===== src/design/kvt_pkg.sv =====
// Shared types and constants for the key/value line tokenizer.
// Used by the front, back and top modules; depends on nothing.
package kvt_pkg;

	localparam int CNT_W = 7;   // holds a space count up to 127
	localparam int TOK_W = 6;

	localparam logic [2:0] CFG_ASSIGN  = 3'd0;
	localparam logic [2:0] CFG_COMMENT = 3'd1;
	localparam logic [2:0] CFG_ESCAPE  = 3'd2;
	localparam logic [2:0] CFG_DELIM_A = 3'd3;
	localparam logic [2:0] CFG_DELIM_B = 3'd4;

	localparam logic [2:0] ST_OK        = 3'd0;
	localparam logic [2:0] ST_NO_ASSIGN = 3'd1;
	localparam logic [2:0] ST_MULTI     = 3'd2;
	localparam logic [2:0] ST_SPACE_OVF = 3'd3;
	localparam logic [2:0] ST_TOO_MANY  = 3'd4;

	localparam logic [7:0] RST_ASSIGN  = 8'd61;
	localparam logic [7:0] RST_COMMENT = 8'd35;
	localparam logic [7:0] RST_ESCAPE  = 8'd92;
	localparam logic [7:0] RST_DELIM_A = 8'd44;
	localparam logic [7:0] RST_DELIM_B = 8'd59;

	typedef enum logic [2:0] {
		CMD_SPACE,  // store a held whitespace byte at index cnt
		CMD_EMIT,   // send cnt held bytes, then the character
		CMD_FLUSH,  // send cnt held bytes only
		CMD_TEND,   // token end marker
		CMD_LEND    // line end marker with status
	} cmd_op_t;

	typedef enum logic [1:0] {
		B_IDLE,
		B_FLUSH,
		B_TAIL
	} back_state_t;

	typedef struct packed {
		cmd_op_t          op;
		logic [7:0]       ch;
		logic [TOK_W-1:0] token;
		logic [CNT_W-1:0] cnt;
		logic [2:0]       status;
	} cmd_t;

	typedef struct packed {
		logic [7:0]       ch;
		logic             valid;
		logic [TOK_W-1:0] token;
		logic             tend;
		logic             lend;
		logic [2:0]       status;
	} result_t;

	function automatic logic is_space(input logic [7:0] c);
		return (c == 8'h20) || (c >= 8'h09 && c <= 8'h0D);
	endfunction

endpackage


===== src/design/kvt_queue.sv =====
// Small register queue used between front and back and on the result side.
// Stand-alone; no package content needed.
module kvt_queue #(
	parameter int WIDTH = 8,
	parameter int DEPTH = 2
) (
	input  logic             clk,
	input  logic             arst_n,
	input  logic             wr,
	input  logic [WIDTH-1:0] din,
	output logic             full,
	input  logic             rd,
	output logic [WIDTH-1:0] dout,
	output logic             empty
);
	localparam int PW = (DEPTH > 1) ? $clog2(DEPTH) : 1;
	localparam int CW = $clog2(DEPTH + 1);
	localparam logic [PW-1:0] LAST = PW'(DEPTH - 1);

	logic [WIDTH-1:0] data_q [DEPTH];
	logic [PW-1:0]    wr_ptr_q, rd_ptr_q;
	logic [CW-1:0]    count_q;
	logic             do_wr, do_rd;

	assign full  = (count_q == CW'(DEPTH));
	assign empty = (count_q == '0);
	assign do_wr = wr && !full;
	assign do_rd = rd && !empty;
	assign dout  = data_q[rd_ptr_q];

	always_ff @(posedge clk) begin
		if (do_wr) data_q[wr_ptr_q] <= din;
	end

	always_ff @(posedge clk or negedge arst_n) begin
		if (!arst_n) begin
			wr_ptr_q <= '0;
			rd_ptr_q <= '0;
			count_q  <= '0;
		end else begin
			if (do_wr) wr_ptr_q <= (wr_ptr_q == LAST) ? '0 : wr_ptr_q + 1'b1;
			if (do_rd) rd_ptr_q <= (rd_ptr_q == LAST) ? '0 : rd_ptr_q + 1'b1;
			if (do_wr && !do_rd)      count_q <= count_q + 1'b1;
			else if (!do_wr && do_rd) count_q <= count_q - 1'b1;
		end
	end
endmodule


===== src/design/kvt_front.sv =====
// Front end: configuration registers, line parsing state and classification.
// Turns each accepted item into at most one command for the back end. Uses kvt_pkg.
module kvt_front import kvt_pkg::*; #(
	parameter int SPACE_DEPTH = 16,
	parameter int MAX_TOKENS  = 64
) (
	input  logic       clk,
	input  logic       arst_n,
	input  logic       push,
	output logic       full,
	input  logic [7:0] in_byte,
	input  logic       line_done,
	input  logic       wr_en,
	input  logic [2:0] wr_index,
	input  logic [7:0] wr_data,
	output logic       cmd_push,
	output cmd_t       cmd,
	input  logic       cmd_full
);
	localparam logic [CNT_W-1:0] SPC_MAX  = CNT_W'(SPACE_DEPTH);
	localparam logic [TOK_W-1:0] TOK_LAST = TOK_W'(MAX_TOKENS - 1);

	logic [7:0] assign_q, comment_q, escape_q, delim_a_q, delim_b_q;

	logic             esc_q, esc_d;
	logic             cmt_q, cmt_d;
	logic [1:0]       asg_q, asg_d;
	logic [TOK_W-1:0] tok_q, tok_d;
	logic             lead_q, lead_d;
	logic [CNT_W-1:0] spc_q, spc_d;
	logic             ovf_q, ovf_d;
	logic             vovf_q, vovf_d;
	logic             accept;
	logic             is_delim;

	assign full     = cmd_full;
	assign accept   = push && !cmd_full;
	assign is_delim = (in_byte == delim_a_q) || (in_byte == delim_b_q);

	always_ff @(posedge clk or negedge arst_n) begin
		if (!arst_n) begin
			assign_q  <= RST_ASSIGN;
			comment_q <= RST_COMMENT;
			escape_q  <= RST_ESCAPE;
			delim_a_q <= RST_DELIM_A;
			delim_b_q <= RST_DELIM_B;
		end else if (wr_en) begin
			unique case (wr_index)
				CFG_ASSIGN:  assign_q  <= wr_data;
				CFG_COMMENT: comment_q <= wr_data;
				CFG_ESCAPE:  escape_q  <= wr_data;
				CFG_DELIM_A: delim_a_q <= wr_data;
				CFG_DELIM_B: delim_b_q <= wr_data;
				default: ;
			endcase
		end
	end

	always_comb begin
		esc_d      = esc_q;
		cmt_d      = cmt_q;
		asg_d      = asg_q;
		tok_d      = tok_q;
		lead_d     = lead_q;
		spc_d      = spc_q;
		ovf_d      = ovf_q;
		vovf_d     = vovf_q;
		cmd_push   = 1'b0;
		cmd.op     = CMD_EMIT;
		cmd.ch     = in_byte;
		cmd.token  = tok_q;
		cmd.cnt    = spc_q;
		cmd.status = ST_OK;
		if (accept) begin
			if (line_done) begin
				cmd_push = 1'b1;
				cmd.op   = CMD_LEND;
				if (asg_q == 2'd0)      cmd.status = ST_NO_ASSIGN;
				else if (asg_q == 2'd2) cmd.status = ST_MULTI;
				else if (ovf_q)         cmd.status = ST_SPACE_OVF;
				else if (vovf_q)        cmd.status = ST_TOO_MANY;
				esc_d  = 1'b0;
				cmt_d  = 1'b0;
				asg_d  = 2'd0;
				tok_d  = '0;
				lead_d = 1'b1;
				spc_d  = '0;
				ovf_d  = 1'b0;
				vovf_d = 1'b0;
			end else if (cmt_q) begin
				// rest of line is comment
			end else if (esc_q) begin
				cmd_push = 1'b1;
				esc_d    = 1'b0;
				spc_d    = '0;
				lead_d   = 1'b0;
			end else if (in_byte == escape_q) begin
				// held whitespace goes out now; the escape itself is dropped
				cmd_push = (spc_q != '0);
				cmd.op   = CMD_FLUSH;
				esc_d    = 1'b1;
				spc_d    = '0;
				lead_d   = 1'b0;
			end else if (in_byte == comment_q) begin
				cmt_d = 1'b1;
			end else if (in_byte == assign_q && asg_q == 2'd0) begin
				cmd_push = 1'b1;
				cmd.op   = CMD_TEND;
				asg_d    = 2'd1;
				spc_d    = '0;
				lead_d   = 1'b1;
				tok_d    = TOK_W'(1);
			end else begin
				if (in_byte == assign_q) asg_d = 2'd2;
				if (asg_q != 2'd0 && is_delim) begin
					cmd_push = 1'b1;
					cmd.op   = CMD_TEND;
					spc_d    = '0;
					lead_d   = 1'b1;
					if (tok_q < TOK_LAST) tok_d = tok_q + 1'b1;
					else                  vovf_d = 1'b1;
				end else if (is_space(in_byte)) begin
					if (!lead_q) begin
						if (spc_q < SPC_MAX) begin
							cmd_push = 1'b1;
							cmd.op   = CMD_SPACE;
							spc_d    = spc_q + 1'b1;
						end else begin
							ovf_d = 1'b1;
						end
					end
				end else begin
					cmd_push = 1'b1;
					spc_d    = '0;
					lead_d   = 1'b0;
				end
			end
		end
	end

	always_ff @(posedge clk or negedge arst_n) begin
		if (!arst_n) begin
			esc_q  <= 1'b0;
			cmt_q  <= 1'b0;
			asg_q  <= 2'd0;
			tok_q  <= '0;
			lead_q <= 1'b1;
			spc_q  <= '0;
			ovf_q  <= 1'b0;
			vovf_q <= 1'b0;
		end else begin
			esc_q  <= esc_d;
			cmt_q  <= cmt_d;
			asg_q  <= asg_d;
			tok_q  <= tok_d;
			lead_q <= lead_d;
			spc_q  <= spc_d;
			ovf_q  <= ovf_d;
			vovf_q <= vovf_d;
		end
	end
endmodule


===== src/design/kvt_back.sv =====
// Back end: whitespace holding memory and result sequencing.
// Executes front commands one at a time into the result queue. Uses kvt_pkg.
module kvt_back import kvt_pkg::*; #(
	parameter int SPACE_DEPTH = 16
) (
	input  logic    clk,
	input  logic    arst_n,
	input  cmd_t    cmd,
	input  logic    cmd_empty,
	output logic    cmd_pop,
	output result_t res,
	output logic    res_push,
	input  logic    res_full
);
	localparam int AW = (SPACE_DEPTH > 1) ? $clog2(SPACE_DEPTH) : 1;

	back_state_t      state_q, state_d;
	logic [CNT_W-1:0] idx_q, idx_d, idx_next;
	cmd_t             cmd_q;
	logic             load_cmd;
	logic [7:0]       space_mem_q [SPACE_DEPTH];
	logic [7:0]       rdata_q;
	logic             mem_we, rd_en;
	logic [AW-1:0]    rd_addr;

	assign idx_next = idx_q + 1'b1;

	always_ff @(posedge clk) begin
		if (mem_we) space_mem_q[cmd.cnt[AW-1:0]] <= cmd.ch;
		if (rd_en)  rdata_q <= space_mem_q[rd_addr];
		if (load_cmd) cmd_q <= cmd;
	end

	always_comb begin
		state_d  = state_q;
		idx_d    = idx_q;
		cmd_pop  = 1'b0;
		res_push = 1'b0;
		mem_we   = 1'b0;
		rd_en    = 1'b0;
		rd_addr  = idx_q[AW-1:0];
		load_cmd = 1'b0;
		res      = '0;
		res.token = cmd.token;
		unique case (state_q)
			B_IDLE: begin
				if (!cmd_empty) begin
					unique case (cmd.op)
						CMD_SPACE: begin
							cmd_pop = 1'b1;
							mem_we  = 1'b1;
						end
						CMD_EMIT, CMD_FLUSH: begin
							if (cmd.cnt != '0) begin
								// first read issued now, data lands next cycle
								cmd_pop  = 1'b1;
								load_cmd = 1'b1;
								rd_en    = 1'b1;
								rd_addr  = '0;
								idx_d    = '0;
								state_d  = B_FLUSH;
							end else if (cmd.op == CMD_FLUSH) begin
								cmd_pop = 1'b1;
							end else if (!res_full) begin
								cmd_pop   = 1'b1;
								res_push  = 1'b1;
								res.ch    = cmd.ch;
								res.valid = 1'b1;
							end
						end
						CMD_TEND, CMD_LEND: begin
							if (!res_full) begin
								cmd_pop    = 1'b1;
								res_push   = 1'b1;
								res.tend   = 1'b1;
								res.lend   = (cmd.op == CMD_LEND);
								res.status = cmd.status;
							end
						end
						default: ;
					endcase
				end
			end
			B_FLUSH: begin
				res.token = cmd_q.token;
				if (!res_full) begin
					res_push  = 1'b1;
					res.ch    = rdata_q;
					res.valid = 1'b1;
					if (idx_next < cmd_q.cnt) begin
						rd_en   = 1'b1;
						rd_addr = idx_next[AW-1:0];
						idx_d   = idx_next;
					end else begin
						state_d = (cmd_q.op == CMD_EMIT) ? B_TAIL : B_IDLE;
					end
				end
			end
			B_TAIL: begin
				res.token = cmd_q.token;
				if (!res_full) begin
					res_push  = 1'b1;
					res.ch    = cmd_q.ch;
					res.valid = 1'b1;
					state_d   = B_IDLE;
				end
			end
			default: state_d = B_IDLE;
		endcase
	end

	always_ff @(posedge clk or negedge arst_n) begin
		if (!arst_n) begin
			state_q <= B_IDLE;
			idx_q   <= '0;
		end else begin
			state_q <= state_d;
			idx_q   <= idx_d;
		end
	end
endmodule


===== src/design/key_value_line_tokenizer.sv =====
// Top level of the key/value line tokenizer: front parser, command queue,
// back end with whitespace memory, and result queue. Uses kvt_pkg and all kvt_ modules.
//
//   channel | handshake             | payload
//   --------+-----------------------+-----------------------------------------------
//   input   | push / full           | in_byte, line_done
//   result  | empty / pop           | out_char, char_valid, token_index, token_end,
//           |                       | line_end, line_status
//   config  | wr_en (no wait)       | wr_index, wr_data
//
// The front takes one item per cycle while the two-entry command queue has room.
// The back executes one command at a time and stalls while the result queue is full;
// a character that follows held whitespace bytes goes out after them through the
// single read port of the whitespace memory (one byte per cycle while the result queue has room, read data registered).
// Reset is asynchronous and needs no clearing pass; stale memory entries are never read.
// Each side stalls on its own: full follows the command queue, empty the result queue.
module key_value_line_tokenizer import kvt_pkg::*; #(
	parameter int SPACE_DEPTH = 16,
	parameter int MAX_TOKENS  = 64
) (
	input  logic       clk,
	input  logic       arst_n,
	input  logic       push,
	output logic       full,
	input  logic [7:0] in_byte,
	input  logic       line_done,
	output logic       empty,
	input  logic       pop,
	output logic [7:0] out_char,
	output logic       char_valid,
	output logic [5:0] token_index,
	output logic       token_end,
	output logic       line_end,
	output logic [2:0] line_status,
	input  logic       wr_en,
	input  logic [2:0] wr_index,
	input  logic [7:0] wr_data
);
	localparam int CMD_W = $bits(cmd_t);
	localparam int RES_W = $bits(result_t);

	cmd_t       cmd_in, cmd_out;
	logic       cmd_push, cmd_full, cmd_pop, cmd_empty;
	logic [CMD_W-1:0] cmd_dout;
	result_t    res_in, res_out;
	logic       res_push, res_full;
	logic [RES_W-1:0] res_dout;

	kvt_front #(
		.SPACE_DEPTH(SPACE_DEPTH),
		.MAX_TOKENS (MAX_TOKENS)
	) u_front (
		.clk      (clk),
		.arst_n   (arst_n),
		.push     (push),
		.full     (full),
		.in_byte  (in_byte),
		.line_done(line_done),
		.wr_en    (wr_en),
		.wr_index (wr_index),
		.wr_data  (wr_data),
		.cmd_push (cmd_push),
		.cmd      (cmd_in),
		.cmd_full (cmd_full)
	);

	kvt_queue #(
		.WIDTH(CMD_W),
		.DEPTH(2)
	) u_cmd_queue (
		.clk   (clk),
		.arst_n(arst_n),
		.wr    (cmd_push),
		.din   (cmd_in),
		.full  (cmd_full),
		.rd    (cmd_pop),
		.dout  (cmd_dout),
		.empty (cmd_empty)
	);

	assign cmd_out = cmd_t'(cmd_dout);

	kvt_back #(
		.SPACE_DEPTH(SPACE_DEPTH)
	) u_back (
		.clk      (clk),
		.arst_n   (arst_n),
		.cmd      (cmd_out),
		.cmd_empty(cmd_empty),
		.cmd_pop  (cmd_pop),
		.res      (res_in),
		.res_push (res_push),
		.res_full (res_full)
	);

	kvt_queue #(
		.WIDTH(RES_W),
		.DEPTH(2)
	) u_res_queue (
		.clk   (clk),
		.arst_n(arst_n),
		.wr    (res_push),
		.din   (res_in),
		.full  (res_full),
		.rd    (pop),
		.dout  (res_dout),
		.empty (empty)
	);

	assign res_out     = result_t'(res_dout);
	assign out_char    = res_out.ch;
	assign char_valid  = res_out.valid;
	assign token_index = res_out.token;
	assign token_end   = res_out.tend;
	assign line_end    = res_out.lend;
	assign line_status = res_out.status;
endmodule


===== config.mk =====
export PLATFORM = sky130hd
export DESIGN_NAME = key_value_line_tokenizer
export DESIGN_NICKNAME = d
export VERILOG_FILES = /design/src/design/kvt_pkg.sv /design/src/design/kvt_queue.sv /design/src/design/kvt_front.sv /design/src/design/kvt_back.sv /design/src/design/key_value_line_tokenizer.sv
export SDC_FILE = /design/constraint.sdc
export NUM_CORES = 1
export LEC_CHECK = 0
export BUFFER_PORTS_ARGS = -buffer_cell sky130_fd_sc_hd__buf_2
export CORE_AREA = 2 2 172 174
export CTS_CLUSTER_DIAMETER = 60
export DETAILED_ROUTE_END_ITERATION = 10
export DIE_AREA = 0 0 174 176
export PLACE_DENSITY_LB_ADDON = 0.05
export SLEW_MARGIN = 15
export SYNTH_ARGS = -nofsm -noshare
export SYNTH_HDL_FRONTEND = slang
export SYNTH_HIERARCHICAL = 1
export SYNTH_SLANG_ARGS = --single-unit

===== constraint.sdc =====
create_clock -name clk -period 4.9 [get_ports clk]
set_clock_uncertainty 0.05 [all_clocks]
set_input_delay 0.49 -clock clk [delete_from_list [all_inputs] [get_ports clk]]
set_output_delay 0.49 -clock clk [all_outputs]
set_load 0.02 [all_outputs]

==> results of run 1 <==
[worst paths after layout]
kind	startpoint	end	slack [ns]
min in group asynchronous	arst_n	u_back/idx_q[2]	0.37
min	wr_data[1]	u_front/comment_q[1]	0.23
max in group asynchronous	arst_n	u_front/tok_q[2]	3.33
min reg2reg	u_back/cmd_q[25]	u_back/state_q[1]	0.39
max reg2reg	u_back/idx_q[0]	u_back/rdata_q[6]	0.61
max	u_back/idx_q[0]	u_back/rdata_q[6]	0.61
[sequential cells by signal, summed over array words and instances, names as in the netlist, 6 cells and up]
name                count
u_cmd_queue/data_q     54
u_front/comment_q       8
u_front/delim_b_q       8
u_back/idx_q            7
u_front/escape_q        8
u_back/cmd_q           24
u_back/rdata_q          8
u_back/space_mem_q    128
u_front/delim_a_q       8
u_front/spc_q           7
u_front/tok_q           6
u_front/assign_q        8
u_res_queue/data_q     40
[synth_stat cells, types with 12 or more instances]
| master | number |
|---|---|
| nand3_1 | 57 |
| mux2i_1 | 49 |
| nor3_1 | 25 |
| dfstp_2 | 21 |
| xnor2_1 | 41 |
| nand2b_1 | 12 |
| nand2_1 | 136 |
| xor2_1 | 15 |
| mux2_2 | 57 |
| mux2_1 | 20 |
| o21ai_0 | 48 |
| dfrtp_1 | 56 |
| a311oi_1 | 31 |
| a21oi_1 | 40 |
| buf_4 | 12 |
| buf_1 | 12 |
| edfxtp_1 | 254 |
| inv_1 | 28 |
| clkbuf_1 | 36 |
| buf_2 | 17 |
| o22ai_1 | 20 |
| nor2_1 | 72 |
| mux2_4 | 19 |
| ha_1 | 16 |
| a211oi_1 | 17 |
[metal layers]
layer	share of wire, %	up-vias	track usage, %	wire length (um)
met5	0	-	0	0
met4	3.6	0	9.80	1240
met3	4.1	70	3.27	1430
met2	49	260	38.7	17000
met1	43	4930	30.6	15100
li1	-	4695	-	-
[cells by family (layout without fill, tap and decap cells)]
kind of cell / Yosys count / after routing / synth area share (%)
adders and majority gates: 16 / 16 / 1.28
buffers and inverters: 110 / 166 / 3.41
muxes: 145 / 145 / 10.5
xor gates and xnor gates: 56 / 56 / 3.13
and+or+nand+nor: 373 / 373 / 11.3
AOI/OAI and AO/OA: 213 / 213 / 9.26
DFF: 331 / 331 / 61.2
[repair_timing]
action,in CTS,in global routing
buffers inserted,0,0
hold buffers,1,0
setup endpoints to repair,0,0
hold endpoints to repair,13,0
[cells in the final DEF (no fill, tap or decap), types with 10 or more instances in the layout]
cell	netlist	final
a21oi_1	40	39
xor2_1	15	15
dfrtp_1	56	55
nor3_1	25	25
nor2_1	72	70
xnor2_1	41	41
ha_1	16	16
buf_4	12	24
mux2_4	19	19
clkbuf_16	0	39
inv_1	28	28
mux2_2	57	57
a211oi_1	17	17
a311oi_1	31	31
nand4_1	10	10
edfxtp_1	254	254
mux2_1	20	20
nand2b_1	12	12
mux2i_1	49	49
nand3_1	57	57
buf_2	17	45
and2_1	10	10
dfstp_2	21	21
nand2_1	136	136
o22ai_1	20	20
o21ai_0	48	48
[power by group through the flow]
stage               Sequential [mW]  Combinational [mW]  Clock (mW)
global route                   4.32                5.04        2.83
CTS                            4.27                4.61        2.72
detailed placement             4.32                4.59           0
global placement               4.30                4.54           0
floorplan                      4.16                3.41           0
finish                         4.26                4.61        2.66
[through the flow]
step,instances,util (%)
final,1684,60.8
after global routing,1684,60.8
after CTS,1684,60.8
after detailed placement,1617,56.7
after global placement,1617,56.7
after floorplan,1244,-
[final cells by class]
class / count / area, um^2 / share of cell area [%]
flip-flops and latches: 331 / 9580 / 55.2
inverters: 28 / 105 / 0.605
well taps: 384 / 480 / 2.77
clock buffers: 48 / 1030 / 5.93
clock inverters: 18 / 150 / 0.864
repair buffers: 72 / 455 / 2.62
multi-input cells: 803 / 5570 / 32.0
==> results.sh, run 1 <==
export IMPL_status="completed"
export IMPL_cts_sinks=331
export IMPL_tightest_slew_ns=1.03
export IMPL_synth_edf_count=254
export IMPL_grt_pass1_wl_um=55000
export IMPL_cts_clk_slew_worst_paths_ns=0.06
export IMPL_drtIter0Drc=773
export IMPL_cts_tree="yes"
export IMPL_synth_cell_types=72
export IMPL_rsz0062_at_grt="false"
export IMPL_p_int_mw=7.19
export IMPL_period_minus_slack_ns=4.29
export IMPL_syn_avg_cell_area_um2=12.6
export IMPL_setup_violations=0
export IMPL_dpl_hpwl_um=23200
export IMPL_drv_slew=0
export IMPL_netlist_instances=1244
export IMPL_place_ws_ns=0.710
export IMPL_detail_route_wirelength_um=34700
export IMPL_synth_cell_area_um2=15700
export IMPL_clkPwrFrac_pct=23.0
export IMPL_path_max_fanout=15
export IMPL_dieArea_um2=30600
export IMPL_first_global_vias=9851
export IMPL_antenna_found_initial=0
export IMPL_dpl_cell_area_um2=16200
export IMPL_p_seq_share_pct=37.0
export IMPL_avgRoutedWirePerCell_um=20.6
export IMPL_reg2reg_depth=14
export IMPL_synth_area_leaders="edfxtp_1 49%, dfrtp_1 8.9%, mux2_2 4.1%, dfstp_2 3.5%, nand2_1 3.3%"
export IMPL_p_leak_nw=6.36
export IMPL_antennaDiodeCount=0
export IMPL_endpoint_kind="register"
export IMPL_track_usage_pct=23.2
export IMPL_critPathTopFamily="compound AO/OA/AOI/OAI gates"
export IMPL_p_switching_mw=4.34
export IMPL_gp_congestion=0.902
export IMPL_ys_ff_latch=331
export IMPL_clockBufferDepth=3
export IMPL_hold_violations=0
export IMPL_synth_top_cell_by_area="edfxtp_1"
export IMPL_htreeDepth=2
export IMPL_fill_cells=2341
export IMPL_grt_overflow=0
export IMPL_fin_nets=1314
export IMPL_peakVddDrop_uv=357
export IMPL_fin_crit_sh_pct=87.5
export IMPL_vias=9955
export IMPL_fp_dieW_um=174
export IMPL_critical_path_buf_inv_count=1
export IMPL_async_reset_ff_share_pct=23.3
export IMPL_final_cell_area_um2=17400
export IMPL_clk_latency_ns=0.52
export IMPL_worstPathCellList="ha_1, nand3_1, nor2_1, xor2_1, ha_1, a21oi_1, o211ai_1, a21o_1, buf_4, a21oi_1, a21o_1, mux2i_1, a2111oi_0, or4_1"
export IMPL_pin_count=47
export IMPL_coreArea_um2=28500
export IMPL_dieHeight_um=176
export IMPL_critical_path_max_stage_delay_ns=0.72
export IMPL_synth_top_area_share_pct=48.7
export IMPL_max_freq_ghz=0.233
export IMPL_critPathKind="reg2reg"
export IMPL_root_buffer="clkbuf_16"
export IMPL_drc=0
export IMPL_ant_nets=0
export IMPL_required_ns=5.24
export IMPL_finalPower_mw=11.5
export IMPL_numPortBuffers=46
export IMPL_synth_ff_type="edfxtp_1"
export IMPL_cp_start_kind="register"
export IMPL_cp_data_arrival_time_ns=4.63
export IMPL_critPathSlowestCell="a2111oi_0"
export IMPL_via_per_inst=5.91
export IMPL_drv_cap=0
export IMPL_slew_limit_headroom_pct=31.5
export IMPL_grt_max_degree=71
export IMPL_yosys_warnings=6
export IMPL_initial_core_util_pct=54.9
export IMPL_finalSetupTns_ns=0
export IMPL_numCtsBuffers=37
export IMPL_whs_path_depth=2
export IMPL_hold_ws_ns=0.228
export IMPL_min_path_type="in2reg"
export IMPL_ys_seq_area_share_pct=61.2
export IMPL_drive_above_1_share_pct=18.8
export IMPL_worst_slack_ns=0.611
export IMPL_crit_cells=14
export IMPL_combPwrFrac_pct=40.0
export IMPL_std_cell_rows=62
export IMPL_syn2layout_area_growth_pct=10.9
export IMPL_synth_nets=1285
export IMPL_power_density_nw_per_um2=664
export IMPL_post_cts_resized=0
export IMPL_first_pass_iters=6
export IMPL_swShare_pct=37.6
Note: power is estimated with default switching activity, not from simulation.
==> run 2: changes to the inputs <==
- GPL_TIMING_DRIVEN: unset -> 0
==> results.sh, run 2 (synthesis gave the netlist of run 1 again) <==
export IMPL_numCtsBuffers=37
export IMPL_root_buffer="clkbuf_16"
export IMPL_drv_cap=0
export IMPL_r2r_setup_slack_ns=0.15
export IMPL_antenna_found_initial=0
export IMPL_avgRoutedWirePerCell_um=21.3
export IMPL_grt_pass1_wl_um=57800
export IMPL_grt_max_degree=46
export IMPL_peakVddDrop_uv=291
export IMPL_period_minus_slack_ns=4.75
export IMPL_std_cell_rows=62
export IMPL_drive_above_1_share_pct=19.5
export IMPL_finalPower_mw=12.1
export IMPL_cts_sinks=331
export IMPL_gp_congestion=0.889
export IMPL_reg2reg_depth=16
export IMPL_dieArea_um2=30600
export IMPL_fin_nets=1361
export IMPL_fill_cells=2287
export IMPL_place_ws_ns=-0.399
export IMPL_dieHeight_um=176
export IMPL_fin_cells=1733
export IMPL_cp_start_kind="register"
export IMPL_layout_common_cells="254 x edfxtp_1, 136 x nand2_1, 69 x nor2_1, 57 x nand3_1, 57 x mux2_2"
export IMPL_drv_slew=0
export IMPL_cp_startpoint="u_back/idx_q[0]"
export IMPL_slew_limit_headroom_pct=27.7
export IMPL_cts_clk_slew_worst_paths_ns=0.06
export IMPL_track_usage_pct=24.6
export IMPL_final_cell_area_um2=17700
export IMPL_min_path_type="in2reg"
export IMPL_pin_count=47
export IMPL_final_core_util_pct=62.0
export IMPL_placedCellCount=1667
export IMPL_dpl_cell_area_um2=16400
export IMPL_syn2layout_area_growth_pct=13.0
export IMPL_tightest_slew_ns=1.08
export IMPL_r2r_end="u_back/rdata_q[2]"
export IMPL_fp_dieW_um=174
export IMPL_detail_route_wirelength_um=36900
export IMPL_p_leak_nw=6.50
export IMPL_r2r_start="u_back/idx_q[0]"
export IMPL_cp_data_arrival_time_ns=4.94
export IMPL_coreArea_um2=28500
export IMPL_htreeDepth=2
export IMPL_cts_tree="yes"
export IMPL_path_max_fanout=10
export IMPL_clk_latency_ns=0.52
export IMPL_first_pass_iters=5
export IMPL_layout_commonest_cell="edfxtp_1"
export IMPL_endpoint_kind="register"
export IMPL_drc=0
export IMPL_required_ns=5.09
export IMPL_ant_nets=0
export IMPL_antennaDiodeCount=0
export IMPL_critPathKind="reg2reg"
export IMPL_first_global_vias=10344
export IMPL_setup_violations=0
export IMPL_status="completed"
export IMPL_initial_core_util_pct=54.9
export IMPL_via_per_inst=5.95
export IMPL_dpl_hpwl_um=25400
export IMPL_crit_path_end="u_back/rdata_q[2]"
export IMPL_worst_slack_ns=0.152
export IMPL_largest_register_ffs=128
export IMPL_vias=10308
export IMPL_grt_overflow=0
export IMPL_clockBufferDepth=3
export IMPL_power_density_nw_per_um2=681
export IMPL_postCtsSetupBuffers=0
export IMPL_drtIter0Drc=714
export IMPL_max_freq_ghz=0.211
export IMPL_hold_violations=0
export IMPL_rsz0062_at_grt="false"
export IMPL_numPortBuffers=37
export IMPL_fin_crit_sh_pct=96.9
## run 2: cell types whose count changed in the layout (fill, tap and decap cells not counted), moves of 2 or more
cell,delta
buf_1,+10
buf_2,+9
buf_4,-11
buf_6,+3
bufinv_16,+3
clkbuf_1,+27
clkbuf_2,+5
clkinv_1,-4
clkinv_2,+5
clkinvlp_4,-2
## run 2: what timing repair did
| action | CTS | global route |
|---|---|---|
| hold buffers | 1 | 0 |
| hold endpoints to repair | 30 | 0 |
| endpoints found under the setup margin | 8 | 8 |
| gates resized for setup | 5 | 11 |
## run 2: metal layers
layer  global-route usage, %  wire (um)
met2                    40.9      17600
met4                    9.84       1450
met3                    3.42       2110
met5                       0          0
met1                    33.0      15800
## run 2: worst min-delay path by stage
stage                                 from                         to  slack (ns)  cells past startpoint
after detailed placement  u_back/cmd_q[25]          u_back/state_q[1]        0.37                      1
after global routing            in_byte[1]  u_cmd_queue/data_q[1][17]        0.09                      1
final                           in_byte[1]  u_cmd_queue/data_q[0][17]        0.11                      1
after CTS                       in_byte[1]  u_cmd_queue/data_q[1][17]        0.09                      1
after global placement    u_back/cmd_q[25]          u_back/state_q[1]        0.37                      1
after floorplan                     arst_n            u_back/idx_q[0]        0.14                      0
## run 2: power by group
part / switching [mW] / internal [mW] / total [mW]
logic: 3.34 / 1.69 / 5.03
clock network: 1.08 / 1.77 / 2.85
registers: 0.213 / 3.96 / 4.17
total: 4.64 / 7.42 / 12.1
## run 2: layout make-up
| type | count | area [um^2] | area share (%) |
|---|---|---|---|
| plain buffers | 79 | 429 | 2.43 |
| clock buffers | 48 | 1040 | 5.88 |
| clock inverters | 20 | 233 | 1.32 |
| inverters | 28 | 105 | 0.594 |
| multi-input cells | 803 | 5600 | 31.6 |
| flip-flops and latches | 331 | 9580 | 54.1 |
| well taps | 384 | 480 | 2.71 |
| repair buffers | 40 | 233 | 1.32 |
## run 2: per-stage QoR
stage	TNS [ns]	hold WS [ns]
3_5_place_dp	-2.61	0.374
5_1_grt	0	0.0927
2_1_floorplan	0	0.144
6_report	0	0.108
3_3_place_gp	-3.97	0.368
4_1_cts	0	0.0904
## run 2: critical path, stage by stage (launching register included)
cell and delay (ns):
dfrtp_1 0.52, ha_4 0.25, nand3_1 0.19, nor2_1 0.18
xor2_1 0.28, ha_1 0.30, a21oi_1 0.21, o211ai_1 0.16
a21o_1 0.18, buf_2 0.20, mux2_2 0.25, a22oi_1 0.10
clkbuf_4 0.22, buf_2 0.22, a211oi_1 0.54, a311oi_2 0.17
or4_1 0.46
==> run 3: changes to the inputs <==
- clock period: 4.9 -> 4.15 ns (I/O delays scaled with it)
==> results.sh, run 3 (synthesis gave the netlist of run 1 again) <==
export IMPL_hold_violations=0
export IMPL_root_buffer="clkbuf_16"
export IMPL_cp_start_kind="register"
export IMPL_initial_core_util_pct=54.9
export IMPL_drive_above_1_share_pct=24.2
export IMPL_peakVddDrop_uv=371
export IMPL_status="completed"
export IMPL_period_minus_slack_ns=4.05
export IMPL_ant_nets=0
export IMPL_largest_register_ffs=128
export IMPL_layout_commonest_cell="edfxtp_1"
export IMPL_antenna_found_initial=0
export IMPL_hold_start="in_byte[1]"
export IMPL_cts_tree="yes"
export IMPL_finalSetupTns_ns=0
export IMPL_vias=10422
export IMPL_first_pass_iters=5
export IMPL_p_leak_nw=6.63
export IMPL_fin_nets=1370
export IMPL_syn2layout_area_growth_pct=15.8
export IMPL_tightest_slew_ns=1.07
export IMPL_cts_sinks=331
export IMPL_cp_data_arrival_time_ns=4.23
export IMPL_max_freq_ghz=0.247
export IMPL_numPortBuffers=37
export IMPL_antennaDiodeCount=0
export IMPL_clk_latency_ns=0.52
export IMPL_drtIter0Drc=688
export IMPL_track_usage_pct=24.8
export IMPL_power_density_nw_per_um2=820
export IMPL_drc=0
export IMPL_endpoint_kind="register"
export IMPL_fp_dieW_um=174
export IMPL_required_ns=4.33
export IMPL_drv_cap=0
export IMPL_dpl_hpwl_um=25400
export IMPL_cts_clk_slew_worst_paths_ns=0.06
export IMPL_slew_limit_headroom_pct=28.7
export IMPL_numCtsBuffers=37
export IMPL_setup_violations=0
export IMPL_clockBufferDepth=3
export IMPL_worst_slack_ns=0.0998
export IMPL_critPathKind="reg2reg"
export IMPL_htreeDepth=2
export IMPL_grt_max_degree=46
export IMPL_grt_pass1_wl_um=58200
export IMPL_dieArea_um2=30600
export IMPL_grt_overflow=0
export IMPL_first_global_vias=10456
export IMPL_avgRoutedWirePerCell_um=21.6
export IMPL_coreArea_um2=28500
export IMPL_min_path_type="in2reg"
export IMPL_pin_count=47
export IMPL_r2r_start="u_back/idx_q[0]"
export IMPL_std_cell_rows=62
export IMPL_via_per_inst=5.98
export IMPL_cp_startpoint="u_back/idx_q[0]"
export IMPL_final_core_util_pct=63.5
export IMPL_path_max_fanout=9
export IMPL_drv_slew=0
export IMPL_gp_congestion=0.889
export IMPL_fin_crit_sh_pct=97.6
export IMPL_finalPower_mw=14.9
export IMPL_layout_common_cells="254 x edfxtp_1, 135 x nand2_1, 67 x nor2_1, 57 x mux2_2, 56 x nand3_1"
export IMPL_detail_route_wirelength_um=37600
export IMPL_place_ws_ns=-1.15
export IMPL_dieHeight_um=176
[run 3: cell count changes in the layout (fill, tap and decap cells not counted), sizes merged]
cell / before / now
buf: 84 / 93
[run 3: critical path, stage by stage (launching register included)]
cell and delay, ns:
dfrtp_2 0.39, buf_4 0.15, and3_1 0.22, nand3_1 0.11, xnor2_1 0.30, ha_1 0.31, nand2_2 0.12, o211ai_1 0.13
a21o_1 0.19, buf_6 0.15, mux2_2 0.23, a22oi_2 0.09, buf_2 0.21, buf_4 0.15, nor3_4 0.25, a311oi_1 0.08
or4_1 0.61
[run 3: routing by layer]
| layer | share of wire [%] | track usage, % | vias to the layer above |
|---|---|---|---|
| li1 | - | - | 4807 |
| met1 | 43 | 33.1 | 5205 |
| met2 | 48 | 41.0 | 327 |
| met3 | 5.5 | 3.64 | 83 |
| met4 | 4.0 | 10.7 | 0 |
| met5 | 0 | 0 | - |
[run 3: cell type report]
class                           count  area [um^2]
Clock inverter                     20          233
Multi-Input combinational cell    803         5890
Clock buffer                       48         1040
Inverter                           28          105
Fill cell                        2248        10400
Buffer                             79          507
Tap cell                          384          480
Sequential cell                   331         9580
Timing Repair Buffer               49          298
[run 3: report_power, final]
part,internal (mW),leakage [nW],total (mW),switching [mW]
sequential,4.67,3.26,4.91,0.239
combinational,2.34,2.74,6.60,4.26
clock,2.09,0.631,3.37,1.28
[run 3: worst paths after layout]
kind,to,cells past startpoint,slack (ns)
min in group asynchronous,u_back/idx_q[6],2,0.47
max,u_back/rdata_q[6],16,0.1
min reg2reg,u_back/state_q[1],1,0.38
max reg2reg,u_back/rdata_q[6],16,0.1
max in group asynchronous,u_front/delim_a_q[3],3,2.89
min,u_cmd_queue/data_q[0][17],1,0.03
[run 3: repair_timing]
item | in CTS | in global routing
hold buffers | 1 | 0
pin swaps | 2 | 8
endpoints found under the hold margin | 32 | 0
resized for setup | 64 | 48
cloned | 0 | 1
endpoints found under the setup margin | 40 | 20
setup buffers | 1 | 7
[run 3: metrics by stage]
stage,area [um^2],hold WS (ns),cells
floorplan,15700,0.0694,1244
global placement,16300,0.368,1665
detailed placement,16400,0.374,1667
CTS,17900,0.0154,1735
global route,18100,0.0177,1742
finish,18100,0.0326,1742
